File: config.mk
export PLATFORM = sky130hd
export DESIGN_NAME = path_source_mode_arbiter_core_flat
export DESIGN_NICKNAME = d
export VERILOG_FILES = /design/src/sv/psma_pkg.sv /design/src/sv/psma_if.sv /design/src/sv/psma_box_check.sv /design/src/sv/psma_mode_ctrl.sv /design/src/sv/path_source_mode_arbiter_core.sv /design/src/flat_wrapper.sv
export SDC_FILE = /design/constraint.sdc
export NUM_CORES = 1
export LEC_CHECK = 0
export ABC_AREA = 0
export BUFFER_PORTS_ARGS = -buffer_cell sky130_fd_sc_hd__buf_4
export CORE_MARGIN = 2
export CORE_UTILIZATION = 40
export CTS_CLUSTER_SIZE = 12
export DETAILED_ROUTE_END_ITERATION = 10
export PLACE_DENSITY = 0.58
export SLEW_MARGIN = 20
export SYNTH_ARGS = -nofsm -noshare
export SYNTH_HDL_FRONTEND = slang
export SYNTH_SLANG_ARGS = --single-unit
File: constraint.sdc
create_clock -name clk -period 6.2 [get_ports clk]
set_clock_uncertainty 0.05 [all_clocks]
set_input_delay 1.86 -clock clk [delete_from_list [all_inputs] [get_ports clk]]
set_output_delay 1.86 -clock clk [all_outputs]
set_load 0.01 [all_outputs]
File: src/sv/psma_pkg.sv
// ----------------------------------------------------------------------------
// psma_pkg
// Types and codes shared by the path source mode arbiter.
// ----------------------------------------------------------------------------
`default_nettype none

package psma_pkg;

    localparam int CFG_INDEX_W = 3;
    localparam int CFG_DATA_W  = 32;
    localparam int TIME_W      = 32;
    localparam int POS_W       = 16;
    localparam int HW_W        = 15;
    localparam int EXT_W       = 18;   // position +/- radius, no overflow

    // register indexes
    localparam logic [CFG_INDEX_W-1:0] REG_BOX_MIN_X      = 3'd0;
    localparam logic [CFG_INDEX_W-1:0] REG_BOX_MAX_X      = 3'd1;
    localparam logic [CFG_INDEX_W-1:0] REG_BOX_HALF_WIDTH = 3'd2;
    localparam logic [CFG_INDEX_W-1:0] REG_ENGAGE_TIME    = 3'd3;
    localparam logic [CFG_INDEX_W-1:0] REG_RELEASE_TIME   = 3'd4;
    localparam logic [CFG_INDEX_W-1:0] REG_FALLBACK_EN    = 3'd5;

    // command codes
    localparam logic CMD_OBSERVE = 1'b0;
    localparam logic CMD_DECIDE  = 1'b1;

    // mode codes
    localparam logic MODE_LANE  = 1'b0;
    localparam logic MODE_AVOID = 1'b1;

    // source codes
    localparam logic [1:0] SRC_NONE  = 2'd0;
    localparam logic [1:0] SRC_LANE  = 2'd1;
    localparam logic [1:0] SRC_LOCAL = 2'd2;

    // reason codes
    localparam logic [2:0] RSN_LANE          = 3'd0;
    localparam logic [2:0] RSN_LANE_STALE    = 3'd1;
    localparam logic [2:0] RSN_AVOID         = 3'd2;
    localparam logic [2:0] RSN_AVOID_FB_LANE = 3'd3;
    localparam logic [2:0] RSN_LOCAL_STALE   = 3'd4;

    // reset values
    localparam logic signed [POS_W-1:0] RST_BOX_MIN_X      = 16'sd0;
    localparam logic signed [POS_W-1:0] RST_BOX_MAX_X      = 16'sd200;
    localparam logic [HW_W-1:0]         RST_BOX_HALF_WIDTH = 15'd30;
    localparam logic [TIME_W-1:0]       RST_ENGAGE_TIME    = 32'd0;
    localparam logic [TIME_W-1:0]       RST_RELEASE_TIME   = 32'd1000;

    typedef struct packed {
        logic                     command;
        logic                     obs_valid;
        logic                     has_obstacle;
        logic signed [POS_W-1:0]  obs_x;
        logic signed [POS_W-1:0]  obs_y;
        logic signed [POS_W-1:0]  obs_radius;
        logic                     lane_path_ok;
        logic                     local_path_ok;
        logic [TIME_W-1:0]        now_time;
    } psma_req_t;

    typedef struct packed {
        logic       mode_out;
        logic [1:0] source_out;
        logic [2:0] reason_out;
    } psma_rsp_t;

    typedef struct packed {
        logic signed [POS_W-1:0] box_min_x;
        logic signed [POS_W-1:0] box_max_x;
        logic [HW_W-1:0]         box_half_width;
        logic [TIME_W-1:0]       engage_time;
        logic [TIME_W-1:0]       release_time;
        logic                    fallback_enable;
    } psma_cfg_t;

endpackage

`default_nettype wire

File: src/sv/psma_if.sv
// ----------------------------------------------------------------------------
// psma_req_if / psma_rsp_if
// Valid/ready channels for request and result beats.
// ----------------------------------------------------------------------------
`default_nettype none

interface psma_req_if;
    import psma_pkg::*;

    logic      valid;
    logic      ready;
    psma_req_t data;

    modport source (output valid, output data, input ready);
    modport sink   (input valid, input data, output ready);
endinterface

interface psma_rsp_if;
    import psma_pkg::*;

    logic      valid;
    logic      ready;
    psma_rsp_t data;

    modport source (output valid, output data, input ready);
    modport sink   (input valid, input data, output ready);
endinterface

`default_nettype wire

File: src/sv/psma_box_check.sv
// ----------------------------------------------------------------------------
// psma_box_check
// Tests an obstacle circle against the trigger box.
// ----------------------------------------------------------------------------
`default_nettype none

module psma_box_check (
    input  var psma_pkg::psma_req_t item,
    input  var psma_pkg::psma_cfg_t cfg,
    output logic                    relevant
);
    import psma_pkg::*;

    logic signed [EXT_W-1:0] x_e;
    logic signed [EXT_W-1:0] y_e;
    logic signed [EXT_W-1:0] ay;
    logic signed [EXT_W-1:0] r_e;
    logic signed [EXT_W-1:0] min_e;
    logic signed [EXT_W-1:0] max_e;
    logic signed [EXT_W-1:0] hw_e;
    logic signed [EXT_W-1:0] far_x;
    logic signed [EXT_W-1:0] near_x;
    logic signed [EXT_W-1:0] lat;

    always_comb
    begin
        x_e   = {{(EXT_W-POS_W){item.obs_x[POS_W-1]}}, item.obs_x};
        y_e   = {{(EXT_W-POS_W){item.obs_y[POS_W-1]}}, item.obs_y};
        ay    = y_e[EXT_W-1] ? -y_e : y_e;
        // negative radius clamps to zero
        r_e   = item.obs_radius[POS_W-1] ? '0
              : {{(EXT_W-POS_W+1){1'b0}}, item.obs_radius[POS_W-2:0]};
        min_e = {{(EXT_W-POS_W){cfg.box_min_x[POS_W-1]}}, cfg.box_min_x};
        max_e = {{(EXT_W-POS_W){cfg.box_max_x[POS_W-1]}}, cfg.box_max_x};
        hw_e  = {{(EXT_W-HW_W){1'b0}}, cfg.box_half_width};
        far_x  = x_e + r_e;
        near_x = x_e - r_e;
        lat    = ay - r_e;
        relevant = item.has_obstacle && (far_x >= min_e) && (near_x <= max_e)
                && (lat <= hw_e);
    end

endmodule

`default_nettype wire

File: src/sv/psma_mode_ctrl.sv
// ----------------------------------------------------------------------------
// psma_mode_ctrl
// Timestamp state, lane/avoid hysteresis and source selection.
// ----------------------------------------------------------------------------
`default_nettype none

module psma_mode_ctrl (
    input  wire                     clk,
    input  wire                     rst_n,
    input  wire                     fire,
    input  var psma_pkg::psma_req_t item,
    input  wire                     relevant,
    input  var psma_pkg::psma_cfg_t cfg,
    output psma_pkg::psma_rsp_t     result
);
    import psma_pkg::*;

    logic              avoid_reg,     avoid_next;
    logic [TIME_W-1:0] lv_time_reg,   lv_time_next;
    logic              lv_set_reg,    lv_set_next;
    logic [TIME_W-1:0] lr_time_reg,   lr_time_next;
    logic              lr_set_reg,    lr_set_next;
    logic [TIME_W-1:0] rs_time_reg,   rs_time_next;
    logic              rs_set_reg,    rs_set_next;

    logic [TIME_W-1:0] run_age;
    logic [TIME_W-1:0] clear_age;
    logic              engage;
    logic              release_now;

    always_ff @(posedge clk or negedge rst_n)
    begin
        if (!rst_n)
        begin
            avoid_reg   <= MODE_LANE;
            lv_time_reg <= '0;
            lv_set_reg  <= 1'b0;
            lr_time_reg <= '0;
            lr_set_reg  <= 1'b0;
            rs_time_reg <= '0;
            rs_set_reg  <= 1'b0;
        end
        else if (fire)
        begin
            avoid_reg   <= avoid_next;
            lv_time_reg <= lv_time_next;
            lv_set_reg  <= lv_set_next;
            lr_time_reg <= lr_time_next;
            lr_set_reg  <= lr_set_next;
            rs_time_reg <= rs_time_next;
            rs_set_reg  <= rs_set_next;
        end
    end

    always_comb
    begin
        avoid_next   = avoid_reg;
        lv_time_next = lv_time_reg;
        lv_set_next  = lv_set_reg;
        lr_time_next = lr_time_reg;
        lr_set_next  = lr_set_reg;
        rs_time_next = rs_time_reg;
        rs_set_next  = rs_set_reg;

        // differences wrap mod 2^32
        run_age     = item.now_time - rs_time_reg;
        clear_age   = lv_time_reg - lr_time_reg;
        engage      = (avoid_reg == MODE_LANE) && rs_set_reg
                   && (run_age >= cfg.engage_time);
        release_now = (avoid_reg == MODE_AVOID) && lv_set_reg && lr_set_reg
                   && (clear_age >= cfg.release_time);

        if (item.command == CMD_OBSERVE)
        begin
            if (item.obs_valid)
            begin
                lv_time_next = item.now_time;
                lv_set_next  = 1'b1;
                if (relevant)
                begin
                    lr_time_next = item.now_time;
                    lr_set_next  = 1'b1;
                    if (!rs_set_reg)
                    begin
                        rs_time_next = item.now_time;
                        rs_set_next  = 1'b1;
                    end
                end
                else
                begin
                    rs_set_next = 1'b0;
                end
            end
        end
        else
        begin
            if (engage)
            begin
                avoid_next = MODE_AVOID;
            end
            else if (release_now)
            begin
                avoid_next  = MODE_LANE;
                lr_set_next = 1'b0;
                rs_set_next = 1'b0;
            end
        end

        result.mode_out = avoid_next;
        if (avoid_next == MODE_LANE)
        begin
            result.source_out = item.lane_path_ok ? SRC_LANE : SRC_NONE;
            result.reason_out = item.lane_path_ok ? RSN_LANE : RSN_LANE_STALE;
        end
        else if (item.local_path_ok)
        begin
            result.source_out = SRC_LOCAL;
            result.reason_out = RSN_AVOID;
        end
        else if (cfg.fallback_enable && item.lane_path_ok)
        begin
            result.source_out = SRC_LANE;
            result.reason_out = RSN_AVOID_FB_LANE;
        end
        else
        begin
            result.source_out = SRC_NONE;
            result.reason_out = RSN_LOCAL_STALE;
        end
    end

endmodule

`default_nettype wire

File: src/sv/path_source_mode_arbiter_core.sv
// ----------------------------------------------------------------------------
// path_source_mode_arbiter_core
// Picks lane or local path source from obstacle observations and decides.
//
//   channel  dir  beat            notes
//   req      in   psma_req_t      observe or decide, one per cycle unless stalled
//   rsp      out  psma_rsp_t      one beat per decide, none per observe
//   cfg      in   index + data    write only, taken whenever cfg_we is high
//
// An item is taken into the input register; when it advances, the box check
// and mode logic update the state and, for a decide, load the result
// register, which drives rsp valid. One item per cycle while req is not stalled.
// req stalls only while a decide sits in the input register behind a full,
// stalled result register. rst_n clears the mode, timestamps and valid flags.
// ----------------------------------------------------------------------------
`default_nettype none

module path_source_mode_arbiter_core (
    input  wire                                  clk,
    input  wire                                  rst_n,
    psma_req_if.sink                             req,
    psma_rsp_if.source                           rsp,
    input  wire                                  cfg_we,
    input  wire [psma_pkg::CFG_INDEX_W-1:0]      cfg_index,
    input  wire [psma_pkg::CFG_DATA_W-1:0]       cfg_data
);
    import psma_pkg::*;

    psma_cfg_t cfg_reg;
    psma_req_t item_reg;
    logic      item_valid_reg;
    psma_rsp_t rsp_data_reg;
    logic      rsp_valid_reg;

    logic      is_decide;
    logic      advance;
    logic      relevant;
    psma_rsp_t result;

    // configuration registers
    always_ff @(posedge clk or negedge rst_n)
    begin
        if (!rst_n)
        begin
            cfg_reg.box_min_x       <= RST_BOX_MIN_X;
            cfg_reg.box_max_x       <= RST_BOX_MAX_X;
            cfg_reg.box_half_width  <= RST_BOX_HALF_WIDTH;
            cfg_reg.engage_time     <= RST_ENGAGE_TIME;
            cfg_reg.release_time    <= RST_RELEASE_TIME;
            cfg_reg.fallback_enable <= 1'b0;
        end
        else if (cfg_we)
        begin
            case (cfg_index)
                REG_BOX_MIN_X:      cfg_reg.box_min_x      <= cfg_data[POS_W-1:0];
                REG_BOX_MAX_X:      cfg_reg.box_max_x      <= cfg_data[POS_W-1:0];
                REG_BOX_HALF_WIDTH: cfg_reg.box_half_width <= cfg_data[HW_W-1:0];
                REG_ENGAGE_TIME:    cfg_reg.engage_time    <= cfg_data[TIME_W-1:0];
                REG_RELEASE_TIME:   cfg_reg.release_time   <= cfg_data[TIME_W-1:0];
                REG_FALLBACK_EN:    cfg_reg.fallback_enable <= cfg_data[0];
                default: ;
            endcase
        end
    end

    assign is_decide = (item_reg.command == CMD_DECIDE);
    assign advance   = item_valid_reg && (!is_decide || !rsp_valid_reg || rsp.ready);
    assign req.ready = !item_valid_reg || advance;

    // input register
    always_ff @(posedge clk or negedge rst_n)
    begin
        if (!rst_n)
        begin
            item_valid_reg <= 1'b0;
        end
        else if (req.ready)
        begin
            item_valid_reg <= req.valid;
        end
    end

    always_ff @(posedge clk)
    begin
        if (req.valid && req.ready)
        begin
            item_reg <= req.data;
        end
    end

    psma_box_check u_box (
        .item     (item_reg),
        .cfg      (cfg_reg),
        .relevant (relevant)
    );

    psma_mode_ctrl u_mode (
        .clk      (clk),
        .rst_n    (rst_n),
        .fire     (advance),
        .item     (item_reg),
        .relevant (relevant),
        .cfg      (cfg_reg),
        .result   (result)
    );

    // result register
    always_ff @(posedge clk or negedge rst_n)
    begin
        if (!rst_n)
        begin
            rsp_valid_reg <= 1'b0;
        end
        else if (advance && is_decide)
        begin
            rsp_valid_reg <= 1'b1;
        end
        else if (rsp.ready)
        begin
            rsp_valid_reg <= 1'b0;
        end
    end

    always_ff @(posedge clk)
    begin
        if (advance && is_decide)
        begin
            rsp_data_reg <= result;
        end
    end

    assign rsp.valid = rsp_valid_reg;
    assign rsp.data  = rsp_data_reg;

endmodule

`default_nettype wire

File: src/flat_wrapper.sv
// flat-port wrapper written by rule: the top's interface ports become plain ports
module path_source_mode_arbiter_core_flat import psma_pkg::*;
  (clk, rst_n, cfg_we, cfg_index, cfg_data, req_valid, req_data, req_ready, rsp_valid, rsp_data, rsp_ready);
  psma_req_if req_i ();
  psma_rsp_if rsp_i ();
  input  wire clk;
  input  wire rst_n;
  input  wire cfg_we;
  input  wire [psma_pkg::CFG_INDEX_W-1:0] cfg_index;
  input  wire [psma_pkg::CFG_DATA_W-1:0] cfg_data;
  input wire logic [$bits(req_i.valid)-1:0] req_valid;
  input wire logic [$bits(req_i.data)-1:0] req_data;
  output wire logic [$bits(req_i.ready)-1:0] req_ready;
  output wire logic [$bits(rsp_i.valid)-1:0] rsp_valid;
  output wire logic [$bits(rsp_i.data)-1:0] rsp_data;
  input wire logic [$bits(rsp_i.ready)-1:0] rsp_ready;
  assign req_i.valid = req_valid;
  assign req_i.data = req_data;
  assign req_ready = req_i.ready;
  assign rsp_valid = rsp_i.valid;
  assign rsp_data = rsp_i.data;
  assign rsp_i.ready = rsp_ready;
  path_source_mode_arbiter_core u_core (.clk(clk), .rst_n(rst_n), .req(req_i), .rsp(rsp_i), .cfg_we(cfg_we), .cfg_index(cfg_index), .cfg_data(cfg_data));
endmodule
# Yosys cells after proc, flatten, opt, wreduce, memory -nomap -nowiden
# Cells that the tools add are included.
# word_totals
reg_bits	305
input_bits	125
out_inout_bits	8
# op_classes
n_addsub	6
magnitude_cmp	5
eq_ne	7
muxes	20
bitwise_logic	3
n_reduce_logical	33
# op_table
cell	n
greater-or-equal comparator 32 bit	2
subtractor 32 bit	2
<= comparator 18 x 16 -> 1 bit	1
2-to-1 mux 18 bit	1
negation 16 -> 18 bit	1
subtractor 18 x 16 -> 18 bit	1
adder 16 x 16 -> 17 bit	1
greater-or-equal comparator 17 x 16 -> 1 bit	1
<= comparator 17 x 16 -> 1 bit	1
subtractor 16 x 16 -> 17 bit	1
2-to-1 mux 1 bit	15
2-to-1 mux 15 bit	1
logical AND 1 bit	12
AND reduction 2 bit	6
2-to-1 mux 5 bit	2
AND reduction 5 bit	2
AND reduction 4 bit	2
equality test 3 x 2 -> 1 bit, second input constant	2
equality test 3 bit, second input constant	2
nonzero test 2 bit	3
2-to-1 mux 4 bit	1
inequality test 2 bit, second input constant	2
equality test 3 x 1 -> 1 bit, second input constant	1
logical NOT 1 bit	3
other kinds (4)	8

# Longest topological paths before layout
# Gate-level depths: netlist of the first run.
# depth
ltp_word	9
depth_mapped	27

# Hierarchy
# From an unflattened synthesis of the first run, not the netlist that was laid out.
# hier_totals
hier_cells	1816
hier_area_um2	19517.5
# by_module_without_submodules
module	instances	cells_per_inst	area_per_inst_um2	seq_area_each_um2
psma_mode_ctrl	1	946	8473.1	2502.4
path_source_mode_arbiter_core	1	343	7313.3	5601.6
psma_box_check	1	527	3731.1	0.0

# Worst setup path after synthesis of the first run
# No wires, ideal clock.
# synth_timing
kind	register to register
start	register u_core.item_reg[49] (netlist bit)
end	register u_core.u_mode.rs_time_reg[10]
arrival_time_ns	5.239
t_required_ns	6.025
slack_ns	0.785
stages_incl_launch_ff	26
path_buffers	3
cell_sequence	edfxtp_1 > clkbuf_1 > nor2b_1 > ha_1 > fa_1 > nor2b_1 > o21ai_0 > a21oi_1 > o21ai_0 > nand2b_1 > a31o_2 > a41oi_1 > a2111oi_0 > o21a_1 > nor2_1 > ha_1 > a21o_1 > a2111oi_0 > o21ai_0 > a21oi_1 > a221oi_1 > a2111oi_0 > nor4bb_1 > buf_6 > buf_6 > mux2_4
# synth_between
elab_chain_len	7
elab_cells_between_ends	11
# synth_rtl
element	line_no	source
start: declaration	path_source_mode_arbiter_core.sv:30	psma_req_t item_reg;
start signal: assignment	path_source_mode_arbiter_core.sv:87	item_reg <= req.data;
2-to-1 mux 15 bit (*)	psma_box_check.sv:31	r_e = item.obs_radius[POS_W-1] ? '0
adder 16 x 16 -> 17 bit	psma_box_check.sv:36	far_x = x_e + r_e;
greater-or-equal comparator 17 x 16 -> 1 bit	psma_box_check.sv:39	relevant = item.has_obstacle && (far_x >= min_e) && (near_x <= max_e)
logical AND 1 bit (2 in series)	psma_box_check.sv:39	
logical AND 1 bit (*)	psma_box_check.sv:40	&& (lat <= hw_e);
AND reduction 5 bit (no source line) (*)	-	
end signal: assignment	psma_mode_ctrl.sv:50	rs_time_reg <= rs_time_next;
end: declaration	psma_mode_ctrl.sv:23	logic [TIME_W-1:0] rs_time_reg, rs_time_next;
# Mark *: on every way between the ends. The rest lies on a longest branch, timed or not.
# A chain may end at the register's enable or synchronous reset.

# Final worst setup path of the first run
# layout_timing
start	register u_core.item_reg[49] (netlist bit)
end	register u_core.u_mode.rs_time_reg[31]
# Same word-level chain as after synthesis.

==> results.toml, run 1 <==
[floorplanning]
die_y_um = 223.2
die_x_um = 223.2
core-area_um2 = 47550
io-pin-count = 133
fp-row-count = 80
dieArea_um2 = 49800
initial_core_util = 0.4041

[setup_path]
r2r-start = "u_core.item_reg[49]"
cp_num_buf_inv = 4
end_kind = "flop"
r2r_end = "u_core.u_mode.rs_time_reg[31]"
crit_required_ns = 6.58
rrSetupSlack_ns = 0.42
path_class = "flop to flop"
cp_slowest_cell = "a2111oi_2"
crit_family = "compound AO/OA/AOI/OAI gates"
critPathMaxStageDelay_ns = 0.45
critPathLaunchType = "flop"
cp_max_fo = 16
r2r_cells = 25
crit_arrival_ns = 6.16

[hold_path]
min_from = "u_core.u_mode.lv_set_reg"
holdPathStages = 1
min_to = "u_core.u_mode.lv_set_reg"
holdCritPathClass = "flop to flop"

[timing]
finalHoldViolations = 0
worst_pin_slew_ns = 0.8667
timing.slew.headroom = 0.4222
period_share = 0.9317
maxSlewViolCount = 0
fmax_mhz = 173.1
hold_ws_ns = 0.4291
period_needed_ns = 5.776
tns_ns = 0
finalSetupViolations = 0

[final_layout]
syn2layout_area_growth_pct = 16.27
final_nets = 2347
instances_no_fill = 2641
diodes = 0
fill_cells = 4346
drive_gt1_frac = 0.1890
layout.cell_area.non_filler_um2 = 22340
largest_reg_flops = 112

[placed_design]
dpl.cell_count = 2564
gp_congestion = 0.8938
placed_area_um2 = 20980
portBuffers = 132
dp_hpwl_mm = 34.84

[clocking]
clkSinkCount = 305
htreeDepth = 2
tritoncts = "yes"
cts_buffers = 39
clockBufferDepth = 3
clk_pin_slew_worst_paths_ns = 0.06
cts-root-buf = "clkbuf_16"
hold_buffers = 0
insertion_delay_ns = 0.57

[power_and_ir_drop]
p_leak_nw = 10.26
finalPower_mw = 9.391
vdd_drop_max_mv = 0.2037
power.density_nw_per_um2 = 420.4

[detailed_routing]
drt_first_pass_iters = 5
drc = 0
via_count = 13563
drt_wl_total_mm = 46.34
ant_nets = 0
via_per_inst = 5.136
routedWlPerCell_um = 17.54
initialDrtViolationCount = 692

[yosys]
synth_edf_count = 91
synth_ff_type = "dfrtp_1"
syn-num-nets = 2195
ys_seq_area_frac = 0.4218
yosysWarnings = 0
synth-seq-cells = 305
post_synth_num_cell_types = 67
syn-instance-count = 1843
avgSynthCellArea_um2 = 10.43
synth_area_um2 = 19210
synth_async_sr_flop_share = 0.7016

[global_routing]
grt_max_degree = 109
grt_overflow_total = 0
antenna_found_initial = 0
grt.total_usage = 0.1875
grt_pass1_vias = 13453
grt_pass1_wl_mm = 73.44

[outcome]
status = "completed"

[flow_run]
drv_cap = 0
-- cell usage after synthesis (10+ instances only) --
library cell,instances,area share
nand4_1,26,0.0085
nor2b_1,26,0.0085
mux2_4,59,0.046
dfrtp_1,201,0.26
nand2_1,132,0.026
xnor2_1,74,0.034
edfxtp_1,91,0.14
o21ai_0,132,0.034
nand3_1,27,0.0070
o21a_1,18,0.0070
ha_1,222,0.14
nor3_1,21,0.0055
xor2_1,27,0.012
and3_1,10,0.0033
nor2_1,71,0.014
a21oi_1,106,0.028
dfstp_2,13,0.018
o21bai_1,15,0.0059
mux2_2,73,0.043
clkbuf_1,31,0.0061
inv_1,230,0.045
nand2b_1,37,0.012
a21o_1,64,0.025
-- stage by stage --
step / utilization / setup WS [ns]
floorplan: - / 0.7854
global placement: 0.4409 / 0.3722
detailed placement: 0.4412 / 0.1766
CTS: 0.4678 / 0.1051
global route: 0.4698 / -0.05813
finish: 0.4698 / 0.4236
-- layer usage --
| layer | track usage | wire length, um | vias up |
|---|---|---|---|
| met5 | 0 | 0 | - |
| met4 | 0.06105 | 1237 | 0 |
| met3 | 0.03029 | 1714 | 74 |
| met2 | 0.3072 | 21310 | 230 |
| met1 | 0.2538 | 22080 | 6474 |
| li1 | - | - | 6785 |
-- logic make-up after synthesis --
logic type | count (synthesis) | synth area share
muxes | 134 | 0.08993
AOI/OAI and AO/OA | 422 | 0.1378
and+or+nand+nor | 385 | 0.09898
adders and majority gates | 227 | 0.1498
DFF | 305 | 0.4218
xor gates and xnor gates | 101 | 0.04604
buffers and inverters | 269 | 0.05568
-- layout by cell type (no fill, tap or decap), drive strengths merged, types with 13 or more instances in the layout --
cell type / netlist / routed
o21ai: 132 / 132
inv: 230 / 231
nor2: 71 / 71
nand3: 27 / 27
xnor2: 74 / 74
nor2b: 26 / 26
clkbuf: 31 / 52
a21o: 64 / 64
mux2: 132 / 132
ha: 222 / 222
dfstp: 13 / 13
xor2: 27 / 27
a21oi: 106 / 106
edfxtp: 91 / 91
nor3: 21 / 21
o21a: 18 / 18
clkinv: 0 / 16
nand4: 26 / 26
buf: 8 / 149
nand2: 132 / 132
nand2b: 37 / 37
dfrtp: 201 / 201
o21bai: 15 / 15
-- layout make-up --
cell class / instances / area [um2] / share of cell area
Timing Repair Buffer: 150 / 1187 / 0.05315
Clock buffer: 51 / 1072 / 0.04800
Inverter: 230 / 863.3 / 0.03865
Sequential cell: 305 / 8104 / 0.3628
Clock inverter: 21 / 195.2 / 0.008738
Multi-Input combinational cell: 1269 / 10150 / 0.4542
Tap cell: 615 / 769.5 / 0.03445
-- worst max-delay path by stage --
stage          slack [ns]  cells past startpoint                start                             to
2_1_floorplan        0.79                     25  u_core.item_reg[49]  u_core.u_mode.rs_time_reg[10]
6_report             0.42                     25  u_core.item_reg[49]  u_core.u_mode.rs_time_reg[31]
5_1_grt             -0.06                     25  u_core.item_reg[34]  u_core.u_mode.rs_time_reg[31]
4_1_cts              0.11                     24  u_core.item_reg[49]  u_core.u_mode.rs_time_reg[31]
3_5_place_dp         0.18                     24  u_core.item_reg[49]   u_core.u_mode.rs_time_reg[0]
3_3_place_gp         0.37                     24  u_core.item_reg[49]   u_core.u_mode.rs_time_reg[0]
-- worst reg2reg max path, cell delays in order (launching register included) --
cell and delay (ns):
edfxtp_1 0.40, buf_4 0.19, nand2b_1 0.22, ha_4 0.34
nor2b_1 0.14, o21ai_0 0.11, a21oi_1 0.17, o21ai_0 0.10
nand2b_1 0.14, a31o_2 0.22, a41oi_2 0.15, a2111oi_2 0.45
o21a_1 0.18, nor2_1 0.05, ha_1 0.30, a21o_1 0.20
a2111oi_2 0.34, o21ai_0 0.13, a21oi_1 0.14, a221oi_1 0.07
a2111oi_1 0.40, buf_4 0.21, nor4bb_4 0.18, buf_4 0.19
clkbuf_16 0.21, mux2_2 0.35
-- timing repair --
item / in CTS / in global routing
resized for setup: 0 / 12
endpoints found under the setup margin: 0 / 67
endpoints found under the hold margin: 0 / 0
setup buffers: 0 / 4
-- where the power goes --
| group | switching (mW) | internal (mW) | total (mW) |
|---|---|---|---|
| Combinational | 2.35 | 2.04 | 4.39 |
| Clock | 0.906 | 1.35 | 2.25 |
| Sequential | 0.226 | 2.52 | 2.74 |
Power figures use the tool's default switching activity.
==> run 2, diff against run 1 <==
PLACE_DENSITY = not set   (was 0.58)
==> results.toml, run 2 (synthesis results as in run 1) <==
[clocking]
clockBufferDepth = 3
cts-root-buf = "clkbuf_16"
clkSinkCount = 305
htreeDepth = 2
clk_pin_slew_worst_paths_ns = 0.06
cts_buffers = 39
insertion_delay_ns = 0.57
tritoncts = "yes"

[timing]
rsz0062_at_grt = "false"
worst_pin_slew_ns = 1.114
fmax_mhz = 173.5
finalSetupViolations = 0
period_share = 0.9295
timing.slew.headroom = 0.2549
tns_ns = 0
maxSlewViolCount = 0
finalHoldViolations = 0
period_needed_ns = 5.763

[floorplanning]
die_x_um = 223.2
die_y_um = 223.2
dieArea_um2 = 49800
fp-row-count = 80
initial_core_util = 0.4041
io-pin-count = 133
core-area_um2 = 47550

[setup_path]
critPathLaunchType = "flop"
crit_required_ns = 6.58
cp_max_fo = 16
end_kind = "flop"
crit_arrival_ns = 6.14
path_class = "flop to flop"

[placed_design]
portBuffers = 132
placed_area_um2 = 20990
gp_congestion = 0.8282
dp_hpwl_mm = 35.04

[global_routing]
grt_max_degree = 122
grt.total_usage = 0.1911
grt_overflow_total = 0
grt_pass1_wl_mm = 74.85
antenna_found_initial = 0
grt_pass1_vias = 13877

[power_and_ir_drop]
power.density_nw_per_um2 = 426.1
p_leak_nw = 10.27
finalPower_mw = 9.543
vdd_drop_max_mv = 0.2134

[final_layout]
final_util = 0.4710
layout_common_cells = "230 x inv_1, 222 x ha_1, 201 x dfrtp_1"
syn2layout_area_growth_pct = 16.56
final_nets = 2346
layout.cell_area.non_filler_um2 = 22400
largest_reg_flops = 112
diodes = 0
final_common_cell = "inv_1"
drive_gt1_frac = 0.1877

[detailed_routing]
drc = 0
initialDrtViolationCount = 628
routedWlPerCell_um = 17.67
ant_nets = 0
drt_first_pass_iters = 5
via_per_inst = 5.158
via_count = 13611
drt_wl_total_mm = 46.63

[hold_path]
holdCritPathClass = "flop to flop"

[outcome]
status = "completed"

[flow_run]
drv_cap = 0
[run 2: changes by cell type in the layout (fill, tap and decap cells not counted), moves of 2 or more]
cell / change
bufinv_16: +2
clkinvlp_4: +2
clkbuf_1: +2
clkinv_1: -3
clkinv_2: -4
[run 2: path summary, 6_finish.rpt]
kind | start | endpoint | slack, ns | cells after the start
max | u_core.item_reg[49] | u_core.u_mode.rs_time_reg[11] | 0.44 | 25
min | u_core.u_mode.lv_set_reg | u_core.u_mode.lv_set_reg | 0.44 | 1
max reg2reg | u_core.item_reg[49] | u_core.u_mode.rs_time_reg[11] | 0.44 | 25
min reg2reg | u_core.u_mode.lv_set_reg | u_core.u_mode.lv_set_reg | 0.44 | 1
max in group asynchronous | rst_n | u_core.u_mode.lv_time_reg[29] | 3.62 | 2
min in group asynchronous | rst_n | u_core.u_mode.lr_time_reg[7] | 1.37 | 1
[run 2: routing by layer]
| layer | global-route usage | vias up | routed length [um] |
|---|---|---|---|
| li1 | - | 6785 | - |
| met1 | 0.2539 | 6510 | 21760 |
| met2 | 0.3204 | 242 | 21850 |
| met3 | 0.02976 | 74 | 1829 |
| met4 | 0.06040 | 0 | 1195 |
| met5 | 0 | - | 0 |
[run 2: what timing repair did]
| item | in CTS | in global routing |
|---|---|---|
| hold buffers | 0 | 0 |
| endpoints found under the setup margin | 0 | 65 |
| buffers inserted | 0 | 2 |
| resized for setup | 0 | 11 |
[run 2: stage by stage]
stage / hold slack [ns] / instances / setup slack, ns
detailed placement: 0.4158 / 2565 / 0.2199
global route: 0.4669 / 2639 / 0.06898
finish: 0.4417 / 2639 / 0.4371
floorplan: 0.3851 / 1843 / 0.7854
global placement: 0.4013 / 2565 / 0.3850
CTS: 0.4331 / 2636 / 0.1354
[run 2: area by class of cell]
class	count	area, um2
well taps	615	769.5
inverters	230	863.3
flip-flops and latches	305	8104
clock inverters	17	237.7
fillers	4378	25150
repair buffers	149	1189
clock buffers	54	1094
multi-input cells	1269	10140
[run 2: power breakdown]
group	switching, mW	internal (mW)	leakage [nW]
clock	0.909	1.45	0.641
sequential	0.234	2.52	3.51
combinational	2.38	2.05	6.12
total	3.52	6.02	10.3
[run 2: critical path: stages (launching register included)]
cell       delay, ns
edfxtp_1        0.40
buf_4           0.19
nand2b_1        0.19
ha_1            0.37
nor2b_1         0.16
o21ai_0         0.22
a21oi_1         0.12
o21ai_0         0.18
nand2b_1        0.12
a31o_2          0.29
a41oi_2         0.30
a2111oi_4       0.13
o21a_1          0.21
nor2_1          0.11
ha_1            0.25
a21o_1          0.18
a2111oi_1       0.41
o21ai_0         0.16
a21oi_1         0.14
a221oi_1        0.07
a2111oi_2       0.22
buf_4           0.19
nor4bb_4        0.21
buf_4           0.20
buf_8           0.22
mux2_4          0.32
==> run 3, diff against run 2 <==
MAX_ROUTING_LAYER = met4   (was not set)
==> results.toml, run 3 (synthesis results as in run 1) <==
[floorplanning]
dieArea_um2 = 49800
fp-row-count = 80
die_x_um = 223.2
io-pin-count = 133
initial_core_util = 0.4041
die_y_um = 223.2
core-area_um2 = 47550

[flow_run]
drv_cap = 0

[timing]
worst_pin_slew_ns = 0.9740
tns_ns = 0
maxSlewViolCount = 0
period_share = 0.9429
period_needed_ns = 5.846
finalSetupViolations = 0
timing.slew.headroom = 0.3507
setup_ws_ns = 0.3542
fmax_mhz = 171.1
finalHoldViolations = 0

[setup_path]
cp_num_buf_inv = 3
critPathMaxStageDelay_ns = 0.65
path_class = "flop to flop"
end_kind = "flop"
cp_slowest_cell = "o311ai_1"
crit_family = "compound AO/OA/AOI/OAI gates"
crit_required_ns = 6.47
cp_max_fo = 4
critPathLaunchType = "flop"
crit_arrival_ns = 6.11
rrSetupSlack_ns = 0.35

[placed_design]
gp_congestion = 0.8846
dp_slack_ns = 0.2037
portBuffers = 132
dp_hpwl_mm = 34.91
dpl.cell_count = 2566

[global_routing]
gr-usage-met3 = 0.02845
grt.total_usage = 0.1959
use_met2 = 0.3109
antenna_found_initial = 0
grt-busiest-layer = "met2"
grtUsageMet1 = 0.2543
grt_max_degree = 120
grt_pass1_vias = 14010
grt_pass1_wl_mm = 74.52
grt_overflow_total = 0

[clocking]
clockBufferDepth = 3
htreeDepth = 2
tritoncts = "yes"
cts-root-buf = "clkbuf_16"
cts_buffers = 39
clkSinkCount = 305
hold_buffers = 0
clk_pin_slew_worst_paths_ns = 0.06
insertion_delay_ns = 0.56

[detailed_routing]
drt_first_pass_iters = 7
drc = 0
routedWlPerCell_um = 17.59
drt_wl_total_mm = 46.43
initialDrtViolationCount = 717
ant_nets = 0
via_count = 13695
via_per_inst = 5.188

[final_layout]
final_nets = 2347
diodes = 0
instances_no_fill = 2640
layout_common_cells = "230 x inv_1, 222 x ha_1, 201 x dfrtp_1"
syn2layout_area_growth_pct = 16.22
drive_gt1_frac = 0.1867
final_common_cell = "inv_1"
largest_reg_flops = 112

[hold_path]
holdCritPathClass = "flop to flop"

[outcome]
status = "completed"

[power_and_ir_drop]
vdd_drop_max_mv = 0.1945
p_leak_nw = 10.25
finalPower_mw = 9.429
power.density_nw_per_um2 = 422.3
## run 3: final cells by class
| type | count | area, um2 |
|---|---|---|
| clock inverters | 18 | 157.7 |
| flip-flops and latches | 305 | 8104 |
| multi-input cells | 1269 | 10130 |
| inverters | 230 | 863.3 |
| clock buffers | 53 | 1111 |
| well taps | 615 | 769.5 |
| repair buffers | 150 | 1196 |
| fillers | 4393 | 25220 |
## run 3: path summary, 6_finish.rpt
check / start / endpoint / depth (start not counted)
hold / removal: u_core.u_mode.lv_set_reg / u_core.u_mode.lv_set_reg / 1
max in group asynchronous: rst_n / u_core.u_mode.rs_set_reg / 2
setup reg to reg: u_core.item_reg[0] / u_core.rsp.data[4] / 25
hold reg to reg: u_core.u_mode.lv_set_reg / u_core.u_mode.lv_set_reg / 1
min in group asynchronous: rst_n / u_core.u_mode.lv_time_reg[7] / 1
setup / recovery: u_core.item_reg[0] / u_core.rsp.data[4] / 25
## run 3: routing by layer
| metal | vias up | routed length [um] |
|---|---|---|
| li1 | 6788 | - |
| met2 | 273 | 21360 |
| met3 | 86 | 1859 |
| met4 | 0 | 1667 |
| met1 | 6548 | 21550 |
| met5 | - | 0 |
## run 3: metrics by stage
stage | hold slack [ns] | area [um2] | utilization
after detailed placement | 0.4069 | 21000 | 0.4417
after floorplan | 0.3851 | 19210 | -
final | 0.4308 | 22330 | 0.4697
after CTS | 0.4218 | 22270 | 0.4684
after global placement | 0.4030 | 21000 | 0.4417
after global routing | 0.4654 | 22330 | 0.4697
## run 3: timing repair
action	4_1_cts	5_1_grt
buffers inserted	0	2
endpoints found under the hold margin	0	0
setup endpoints to repair	0	65
resized for setup	0	8
## run 3: report_power, final
group | internal [mW] | switching [mW] | leakage [nW]
Clock | 1.34 | 0.893 | 0.609
Sequential | 2.52 | 0.229 | 3.51
Combinational | 2.05 | 2.40 | 6.13
